<file path="src/hw/rtl/gss_pkg.sv">
package gss_pkg;

  // Mode codes of an input transaction.
  localparam logic [1:0] MODE_SPLAT = 2'd0;
  localparam logic [1:0] MODE_READ  = 2'd1;
  localparam logic [1:0] MODE_CLEAR = 2'd2;

  // Configuration register indexes.
  localparam logic [1:0] REG_WIDTH    = 2'd0;
  localparam logic [1:0] REG_HEIGHT   = 2'd1;
  localparam logic [1:0] REG_AMP_GAIN = 2'd2;
  localparam logic [1:0] REG_DEV_GAIN = 2'd3;

  localparam logic [15:0] AMP_THRESHOLD = 16'd3277;
  localparam logic [15:0] Q16_MAX       = 16'hFFFF;

  // Signed pixel coordinate width; covers a window reaching past either edge.
  localparam int CRD_W = 12;

  localparam int DIV_STEPS = 20;
  localparam int TERMS     = 12;
  localparam int SQUARINGS = 4;

  typedef enum logic [3:0] {
    CMD_NONE,
    CMD_LOAD,
    CMD_SCALE,
    CMD_WINDOW,
    CMD_PIX,
    CMD_DIV,
    CMD_MUL,
    CMD_REC,
    CMD_FIX,
    CMD_SQ,
    CMD_AMP,
    CMD_WRITE,
    CMD_READ,
    CMD_RCAP,
    CMD_CLR_STEP
  } cmd_t;

  typedef struct packed {
    logic below;
    logic empty;
    logic div_last;
    logic term_last;
    logic sq_last;
    logic flat;
    logic pix_last;
    logic clr_last;
  } stat_t;

  // floor(2^32 / k) for the series terms; k of one bypasses the multiply.
  function automatic logic [31:0] recip(input logic [3:0] k);
    logic [31:0] r;
    case (k)
      4'd2:    r = 32'h8000_0000;
      4'd3:    r = 32'h5555_5555;
      4'd4:    r = 32'h4000_0000;
      4'd5:    r = 32'h3333_3333;
      4'd6:    r = 32'h2AAA_AAAA;
      4'd7:    r = 32'h2492_4924;
      4'd8:    r = 32'h2000_0000;
      4'd9:    r = 32'h1C71_C71C;
      4'd10:   r = 32'h1999_9999;
      4'd11:   r = 32'h1745_D174;
      4'd12:   r = 32'h1555_5555;
      default: r = 32'hFFFF_FFFF;
    endcase
    return r;
  endfunction

endpackage

</file>
<file path="src/hw/rtl/gss_ctrl.sv">
module gss_ctrl (
  input  logic           clk,
  input  logic           rst,
  input  logic           start,
  input  logic [1:0]     mode,
  input  gss_pkg::stat_t stat,
  output gss_pkg::cmd_t  cmd,
  output logic           busy,
  output logic           done
);

  typedef enum logic [4:0] {
    S_INIT_CLR,
    S_IDLE,
    S_SCALE,
    S_THR,
    S_WINDOW,
    S_CHECK,
    S_PIX,
    S_DIV,
    S_MUL,
    S_REC,
    S_FIX,
    S_SQ,
    S_AMP,
    S_WRITE,
    S_READ,
    S_RCAP,
    S_CLEAR,
    S_DONE
  } state_t;

  state_t state;
  state_t state_next;

  always_comb begin
    state_next = state;
    cmd        = gss_pkg::CMD_NONE;
    unique case (state)
      S_INIT_CLR: begin
        cmd = gss_pkg::CMD_CLR_STEP;
        if (stat.clr_last) state_next = S_IDLE;
      end
      S_IDLE: begin
        if (start) begin
          cmd = gss_pkg::CMD_LOAD;
          unique case (mode)
            gss_pkg::MODE_SPLAT: state_next = S_SCALE;
            gss_pkg::MODE_READ:  state_next = S_READ;
            gss_pkg::MODE_CLEAR: state_next = S_CLEAR;
            default:             state_next = S_DONE;
          endcase
        end
      end
      S_SCALE: begin
        cmd        = gss_pkg::CMD_SCALE;
        state_next = S_THR;
      end
      S_THR: state_next = stat.below ? S_DONE : S_WINDOW;
      S_WINDOW: begin
        cmd        = gss_pkg::CMD_WINDOW;
        state_next = S_CHECK;
      end
      S_CHECK: state_next = stat.empty ? S_DONE : S_PIX;
      S_PIX: begin
        cmd        = gss_pkg::CMD_PIX;
        state_next = S_DIV;
      end
      S_DIV: begin
        cmd = gss_pkg::CMD_DIV;
        if (stat.div_last) state_next = stat.flat ? S_AMP : S_MUL;
      end
      S_MUL: begin
        cmd        = gss_pkg::CMD_MUL;
        state_next = S_REC;
      end
      S_REC: begin
        cmd        = gss_pkg::CMD_REC;
        state_next = S_FIX;
      end
      S_FIX: begin
        cmd        = gss_pkg::CMD_FIX;
        state_next = stat.term_last ? S_SQ : S_MUL;
      end
      S_SQ: begin
        cmd = gss_pkg::CMD_SQ;
        if (stat.sq_last) state_next = S_AMP;
      end
      S_AMP: begin
        cmd        = gss_pkg::CMD_AMP;
        state_next = S_WRITE;
      end
      S_WRITE: begin
        cmd        = gss_pkg::CMD_WRITE;
        state_next = stat.pix_last ? S_DONE : S_PIX;
      end
      S_READ: begin
        cmd        = gss_pkg::CMD_READ;
        state_next = S_RCAP;
      end
      S_RCAP: begin
        cmd        = gss_pkg::CMD_RCAP;
        state_next = S_DONE;
      end
      S_CLEAR: begin
        cmd = gss_pkg::CMD_CLR_STEP;
        if (stat.clr_last) state_next = S_DONE;
      end
      S_DONE: state_next = S_IDLE;
      default: state_next = S_IDLE;
    endcase
  end

  always_ff @(posedge clk) begin
    if (rst) begin
      state <= S_INIT_CLR;
      busy  <= 1'b1;
      done  <= 1'b0;
    end else begin
      state <= state_next;
      busy  <= (state_next != S_IDLE);
      done  <= (state_next == S_DONE);
    end
  end

endmodule

</file>
<file path="config.mk">
export PLATFORM = sky130hd
export DESIGN_NAME = gss_ctrl
export DESIGN_NICKNAME = d
export VERILOG_FILES = /design/src/hw/rtl/gss_pkg.sv /design/src/hw/rtl/gss_ctrl.sv
export SDC_FILE = /design/constraint.sdc
export NUM_CORES = 1
export LEC_CHECK = 0
export BUFFER_PORTS_ARGS = -buffer_cell sky130_fd_sc_hd__buf_2
export CORE_AREA = 4 4 41 43
export CTS_CLUSTER_SIZE = 30
export DETAILED_ROUTE_END_ITERATION = 16
export DIE_AREA = 0 0 45 47
export PLACE_DENSITY = 0.75
export SLEW_MARGIN = 20
export SYNTH_ARGS = -nofsm -noshare
export SYNTH_HDL_FRONTEND = slang
export SYNTH_SLANG_ARGS = --single-unit
</file>
<file path="constraint.sdc">
create_clock -name clk -period 2.7 [get_ports clk]
set_input_delay 0.135 -clock clk [delete_from_list [all_inputs] [get_ports clk]]
set_output_delay 0.135 -clock clk [all_outputs]
set_load 0.02 [all_outputs]
</file>
==> results.md, run 1 <==
* Pwr/cell area at 762 nW/µm²
* Period utilization at 68.5%
* Hold depth at 2
* Detail Placement HPWL at 1.10 mm
* Status: finished, final reports clean
* Post-route DRC at 0
* Unique masters post-synth at 37
* GPL Wtd Cong at 0.855
* Rel. slew slack at 61.4%
* Largest family of logic cells by synthesized area: simple AND/OR/NAND/NOR gates
* Cell area after synthesis at 643 µm²
* DRT antenna net count at 0
* WL/cell at 12.8 µm
* Post-Syn Nets at 96
* Worst min path class: input port to register
* Post-synthesis compound-gate area fraction at 31.5%
* Post-synthesis area per instance at 7.75 µm²
* P_int at 0.000312 W
* DR iter-0 viols at 2
* DRT Wirelength at 1.45 mm
* Critical Path Fanout Max at 19
* Row cnt at 13
* First-pass GRT wire length at 2.44 mm
* Post-synth ARST share at 0%
* XOR/XNOR Fraction of Synth Area at 0%
* Diodes inserted at 0
* Commonest non-fill, non-tap cell in the layout: buf_2
* Initial core utilization at 49.4%
* Logic pwr share at 51.3%
* Minimum clock period at 1.85 ns
* Antenna violations before repair at 0
* Adder-Cell Fraction of Synth Area at 0%
* Reg2Reg Setup Slack at 0.85 ns
* Most used DFF post-synth: dfxtp_1
* Setup_tns at 0 ns
* Gate Count Post-Synth at 83
* Die outline height at 47 µm
* Mux contribution to synthesized area at 2.33%
* Max-Cap Viols at 0
* Post-synthesis sequential area ratio at 21.8%
* Largest net degree at the start of global routing at 20
* Worst Skew at 0.00227 ns
* Clk slew on worst S/H paths at 0.05 ns
* TritonRoute pass-1 iters at 4
* CTS Hold Buffers Added at 0
* Total number of yosys warnings at 0
* Congestion Overflow GR at 0
* CTS buffer count at 3
* TritonCTS clock tree: built
* Number of H-tree levels at 1
* Clk pwr share at 16.9%
* Die area at 2120 µm²
* RR Startpoint: state[3]
* Total track usage at 15.6%
* Nets at 112
* Clock buffer depth at 2
* Flop pwr share at 31.8%
* Number of synthesized flops with an enable pin at 0
* RR Endpoint: busy
* Post-route setup slack at 0.850 ns
* Data arrival, critical path at 1.97 ns
* CTS root buf: clkbuf_4
* Switching power total at 0.000246 W
* Worst R2R Path Depth at 4
* Fin. max-slew vios at 0
* Final Hold Slack at 0.130 ns
* Post-CTS setup buffer count at 0
* Static Leak at 0.279 nW
* Port bufs at 18
* Crit. End Element: register
* DR vias at 663
* Post-CTS sizing at 0
* Hold path startpoint: rst
* Slew @ Worst Pin at 0.579 ns
* Area delta synth->final at 13.8%
* Die W at 45 µm
* Crit start category: register
* Synth Area in Simple Gates at 36.0%
* Final hold viol count at 0
* Switch share at 44.1%
* Pre-CTS setup slack at 0.882 ns
* Clock latency on the worst-skew pair at 0.25 ns
* Number of global-route vias before repair at 590
* Via-per-instance ratio at 5.87
* Commonest cells after routing, fill and taps aside: 18 x buf_2, 8 x nor2b_1, 7 x o21ai_0, 7 x dfxtp_1
* CP Class: register to register
* Share of cells above drive strength 1 at 26.5%
* Core area at 1300 µm²
* Crit path required time at 2.82 ns
* Fmax at 541 MHz
* Setup violators final at 0
* I/O pin total at 19
* Clk sinks at 7
* Number of synthesized register bits at 7
* Max VDD drop at 0.000270 V
* Hold Crit Endpoint: state[0]
* RSZ-0062 raised after global routing: no
## metrics by stage
step	instances	total power (W)	instance area (µm²)	utilization (%)
2_1_floorplan	83	0.000401	643	-
3_3_place_gp	109	0.000462	706	54.2
3_5_place_dp	109	0.000465	706	54.2
4_1_cts	113	0.000558	732	56.3
5_1_grt	113	0.000605	732	56.3
6_report	113	0.000558	732	56.3
## worst max path at each step
stage                       to      from  slack, ns  cells past startpoint
after global routing      done  state[3]       0.75                      4
after global placement    busy  state[3]       0.94                      4
after CTS                 busy  state[3]       0.87                      4
after floorplan           busy  state[3]       1.26                      5
after detailed placement  busy  state[3]       0.88                      4
final                     busy  state[3]       0.85                      4
## logic make-up after synthesis
logic type,Yosys count
compound gates,28
buf+inv,9
flops,7
mux,1
simple gates,38
## per-layer routing
metal,part of all wire (%),GRT usage (%),routed length (µm)
met3,4.4,4.21,64
met2,49,26.3,714
met5,0,0,0
met1,45,20.0,656
met4,0.90,3.51,13
## critical path, stage by stage, from the launching register on
cell and delay, ns:
dfxtp_1 0.68, mux2_4 0.36, a32o_1 0.26, a311oi_2 0.29
nand4b_1 0.13
## registers in the layout, summed over array words and instances (netlist names)
signal	flops
busy	1
state	5
done	1
## cell usage after synthesis, drive strengths merged (2+ instances only)
library cell | number | area (µm²)
a211oi | 2 | 15.0
a21oi | 5 | 25.0
a311oi | 2 | 23.8
a31oi | 2 | 12.5
a32o | 2 | 20.0
and2 | 2 | 12.5
buf | 5 | 38.8
clkbuf | 2 | 7.51
dfxtp | 7 | 140
inv | 2 | 7.51
nand2 | 2 | 7.51
nand2b | 6 | 37.5
nand3b | 2 | 15.0
nor2 | 6 | 22.5
nor2b | 8 | 50.1
nor3 | 2 | 10.0
nor4 | 2 | 12.5
o21ai | 7 | 35.0
o21bai | 2 | 15.0
## layout make-up
type	count	area, µm²
Tap cell	15	18.8
Multi-Input combinational cell	67	449
Sequential cell	7	140
Inverter	2	7.51
Fill cell	136	569
Clock buffer	4	26.3
Timing Repair Buffer	18	90.1
## power by group through the flow
stage / logic, W / registers [W] / clock network [W]
4_1_cts: 0.000288 / 0.000176 / 0.0000942
6_report: 0.000286 / 0.000177 / 0.0000942
3_3_place_gp: 0.000283 / 0.000179 / 0
3_5_place_dp: 0.000287 / 0.000178 / 0
5_1_grt: 0.000320 / 0.000183 / 0.000103
2_1_floorplan: 0.000254 / 0.000147 / 0
(Power assumes the default switching activity.)
==> run 2, diff against run 1 <==
--- a/config.mk
+++ b/config.mk
@@ -6,11 +6,11 @@
 export NUM_CORES = 1
 export LEC_CHECK = 0
 export BUFFER_PORTS_ARGS = -buffer_cell sky130_fd_sc_hd__buf_2
-export CORE_AREA = 4 4 41 43
+export CORE_MARGIN = 4
+export CORE_UTILIZATION = 49
 export CTS_CLUSTER_SIZE = 30
 export DETAILED_ROUTE_END_ITERATION = 16
-export DIE_AREA = 0 0 45 47
-export PLACE_DENSITY = 0.75
+export PLACE_DENSITY = 0.76
 export SLEW_MARGIN = 20
 export SYNTH_ARGS = -nofsm -noshare
 export SYNTH_HDL_FRONTEND = slang
==> constraint.sdc (replaced) <==
create_clock -name clk -period 1.9 [get_ports clk]
set_input_delay 0.095 -clock clk [delete_from_list [all_inputs] [get_ports clk]]
set_output_delay 0.095 -clock clk [all_outputs]
set_load 0.02 [all_outputs]
==> run 2 against run 1 <==
  * Non-clock buffer count up 2
  * Critical endpoint is now cmd[0]
  * Design area up 1.9%
  * Global-route usage up 0.77 points
  * Highest routed layer is now met3
  * Critical path depth up 1
  * Via count up 3.3%
==> results.md, run 2 (synthesized netlist as in run 1, its figures left out) <==
* CP Class: register to primary output
* Regs by FF count: state: 5 flops, busy: 1 flops, done: 1 flops
* Met2 GRT Util at 26.2% (-0.11 points)
* Cell area after layout at 746 µm² (+1.9%)
* Worst Skew at 0.00475 ns (+0.00248 ns)
* Met3 Track Usage GR at 5.28% (+1.1 points)
* Post-route DRC at 0 (unchanged)
* Status: finished, final reports clean
* Diodes inserted at 0 (unchanged)
* GR peak layer: met2
* Clk sinks at 7 (unchanged)
* Via-per-instance ratio at 6.01 (+2.4%)
* Congestion Overflow GR at 0 (unchanged)
* Post-Route Utilization at 63.7% (+7.4 points)
* Met1 Usage GRT at 22.6% (+2.6 points)
* DRT Wirelength at 1.53 mm (+5.3%)
* Crit start category: register
* DRT antenna net count at 0 (unchanged)
* Area delta synth->final at 16.0%
* TritonRoute pass-1 iters at 4 (unchanged)
* Critical Path Fanout Max at 18 (-1)
* Static Leak at 0.290 nW (+3.8%)
* CTS root buf: clkbuf_4
* Number of H-tree levels at 1 (unchanged)
* Number of global-route vias before repair at 575 (-2.5%)
* Commonest cells after routing, fill and taps aside: 18 x buf_2, 8 x nor2b_1, 7 x o21ai_0, 7 x dfxtp_1
* Largest register FFs at 5 (unchanged)
* Fill cell count at 107 (-21%)
* Core area at 1170 µm² (-10%)
* CTS buffer count at 3 (unchanged)
* Setup violators final at 0 (unchanged)
* Pwr/cell area at 1080 nW/µm² (+42%)
* Largest net degree at the start of global routing at 19 (-5.0%)
* Antenna violations before repair at 0 (unchanged)
* Area after DPL at 719 µm² (+2.0%)
* Slew @ Worst Pin at 0.521 ns (-0.0577 ns)
* Initial core utilization at 54.9% (+5.5 points)
* DR vias at 685 (+3.3%)
* Register with the most flip-flops: state
* Crit path required time at 1.80 ns (-1.02 ns)
* WL/cell at 13.4 µm (+4.4%)
* Commonest non-fill, non-tap cell in the layout: buf_2
* CTS Hold Buffers Added at 0 (unchanged)
* Worst min path class: input port to register
* First-pass GRT wire length at 2.50 mm (+2.5%)
* Fmax at 587 MHz
* Rel. slew slack at 65.2% (+3.9 points)
* GPL Wtd Cong at 0.914 (+6.9%)
* DR iter-0 viols at 18 (+16)
* Crit. End Element: primary output
* Data arrival, critical path at 1.61 ns (-0.36 ns)
* I/O pin total at 19 (unchanged)
* Port bufs at 18 (unchanged)
* Max-Cap Viols at 0 (unchanged)
* Nets at 114 (+1.8%)
* Post-CTS sizing at 0 (unchanged)
* Clock buffer depth at 2 (unchanged)
* Clock latency on the worst-skew pair at 0.25 ns (about the same)
* Die W at 44.2 µm (-1.7%)
* Share of cells above drive strength 1 at 28.0% (+1.5 points)
* TritonCTS clock tree: built
* RSZ-0062 raised after global routing: no
* Period utilization at 89.6%
* Die outline height at 44.2 µm (-5.9%)
* Setup_tns at 0 ns (unchanged)
* Max VDD drop at 0.000683 V (+150%)
* Total track usage at 16.4% (+0.77 points)
* Detail Placement HPWL at 1.13 mm (+2.4%)
* Fin. max-slew vios at 0 (unchanged)
* Post-CTS setup buffer count at 0 (unchanged)
* Die area at 1960 µm² (-7.5%)
* Final Hold Slack at 0.0948 ns (-0.0357 ns)
* Clk slew on worst S/H paths at 0.05 ns (about the same)
* Pwr Total at 0.000808 W (+45%)
* Final hold viol count at 0 (unchanged)
* Minimum clock period at 1.70 ns
* Row cnt at 12 (-1)
[run 2: final cells by class]
cell class / count / area, µm² / share of cell area (%)
clock buffer: 4 / 26.3 / 3.52
tap: 14 / 17.5 / 2.35
sequential: 7 / 140 / 18.8
timing repair buffer: 20 / 105 / 14.1
multi-input combinational: 67 / 449 / 60.2
inverter: 2 / 7.51 / 1.01
[run 2: worst max-delay path: stages (launching register included)]
cell	delay (ns)
dfxtp_1	0.64
nor2_1	0.15
a21oi_1	0.16
o21ai_0	0.09
nor2b_1	0.14
buf_2	0.17
[run 2: per-layer routing]
layer  up-vias  part of all wire, %
li1        344                    -
met2        29                   45
met4         0                    0
met5         -                    0
met3         0                  7.1
met1       312                   47
[run 2: final timing paths]
path | startpoint | to | slack (ns) | depth (start not counted)
worst min-delay path | rst | state[1] | 0.09 | 2
worst max register to register | state[2] | busy | 0.23 | 4
worst max-delay path | state[2] | cmd[0] | 0.20 | 5
worst min register to register | state[1] | state[1] | 0.78 | 2
[run 2: per-stage QoR]
step	instances	worst slack (ns)
2_1_floorplan	83	0.459
3_3_place_gp	110	0.347
3_5_place_dp	110	0.276
4_1_cts	114	0.209
5_1_grt	114	0.0801
6_report	114	0.197
[run 2: where the power goes]
group | internal (W) | leakage (nW) | switching, W
combinational | 0.000198 | 0.218 | 0.000242
sequential | 0.000176 | 0.0571 | 0.0000603
clock | 0.0000799 | 0.0150 | 0.0000507
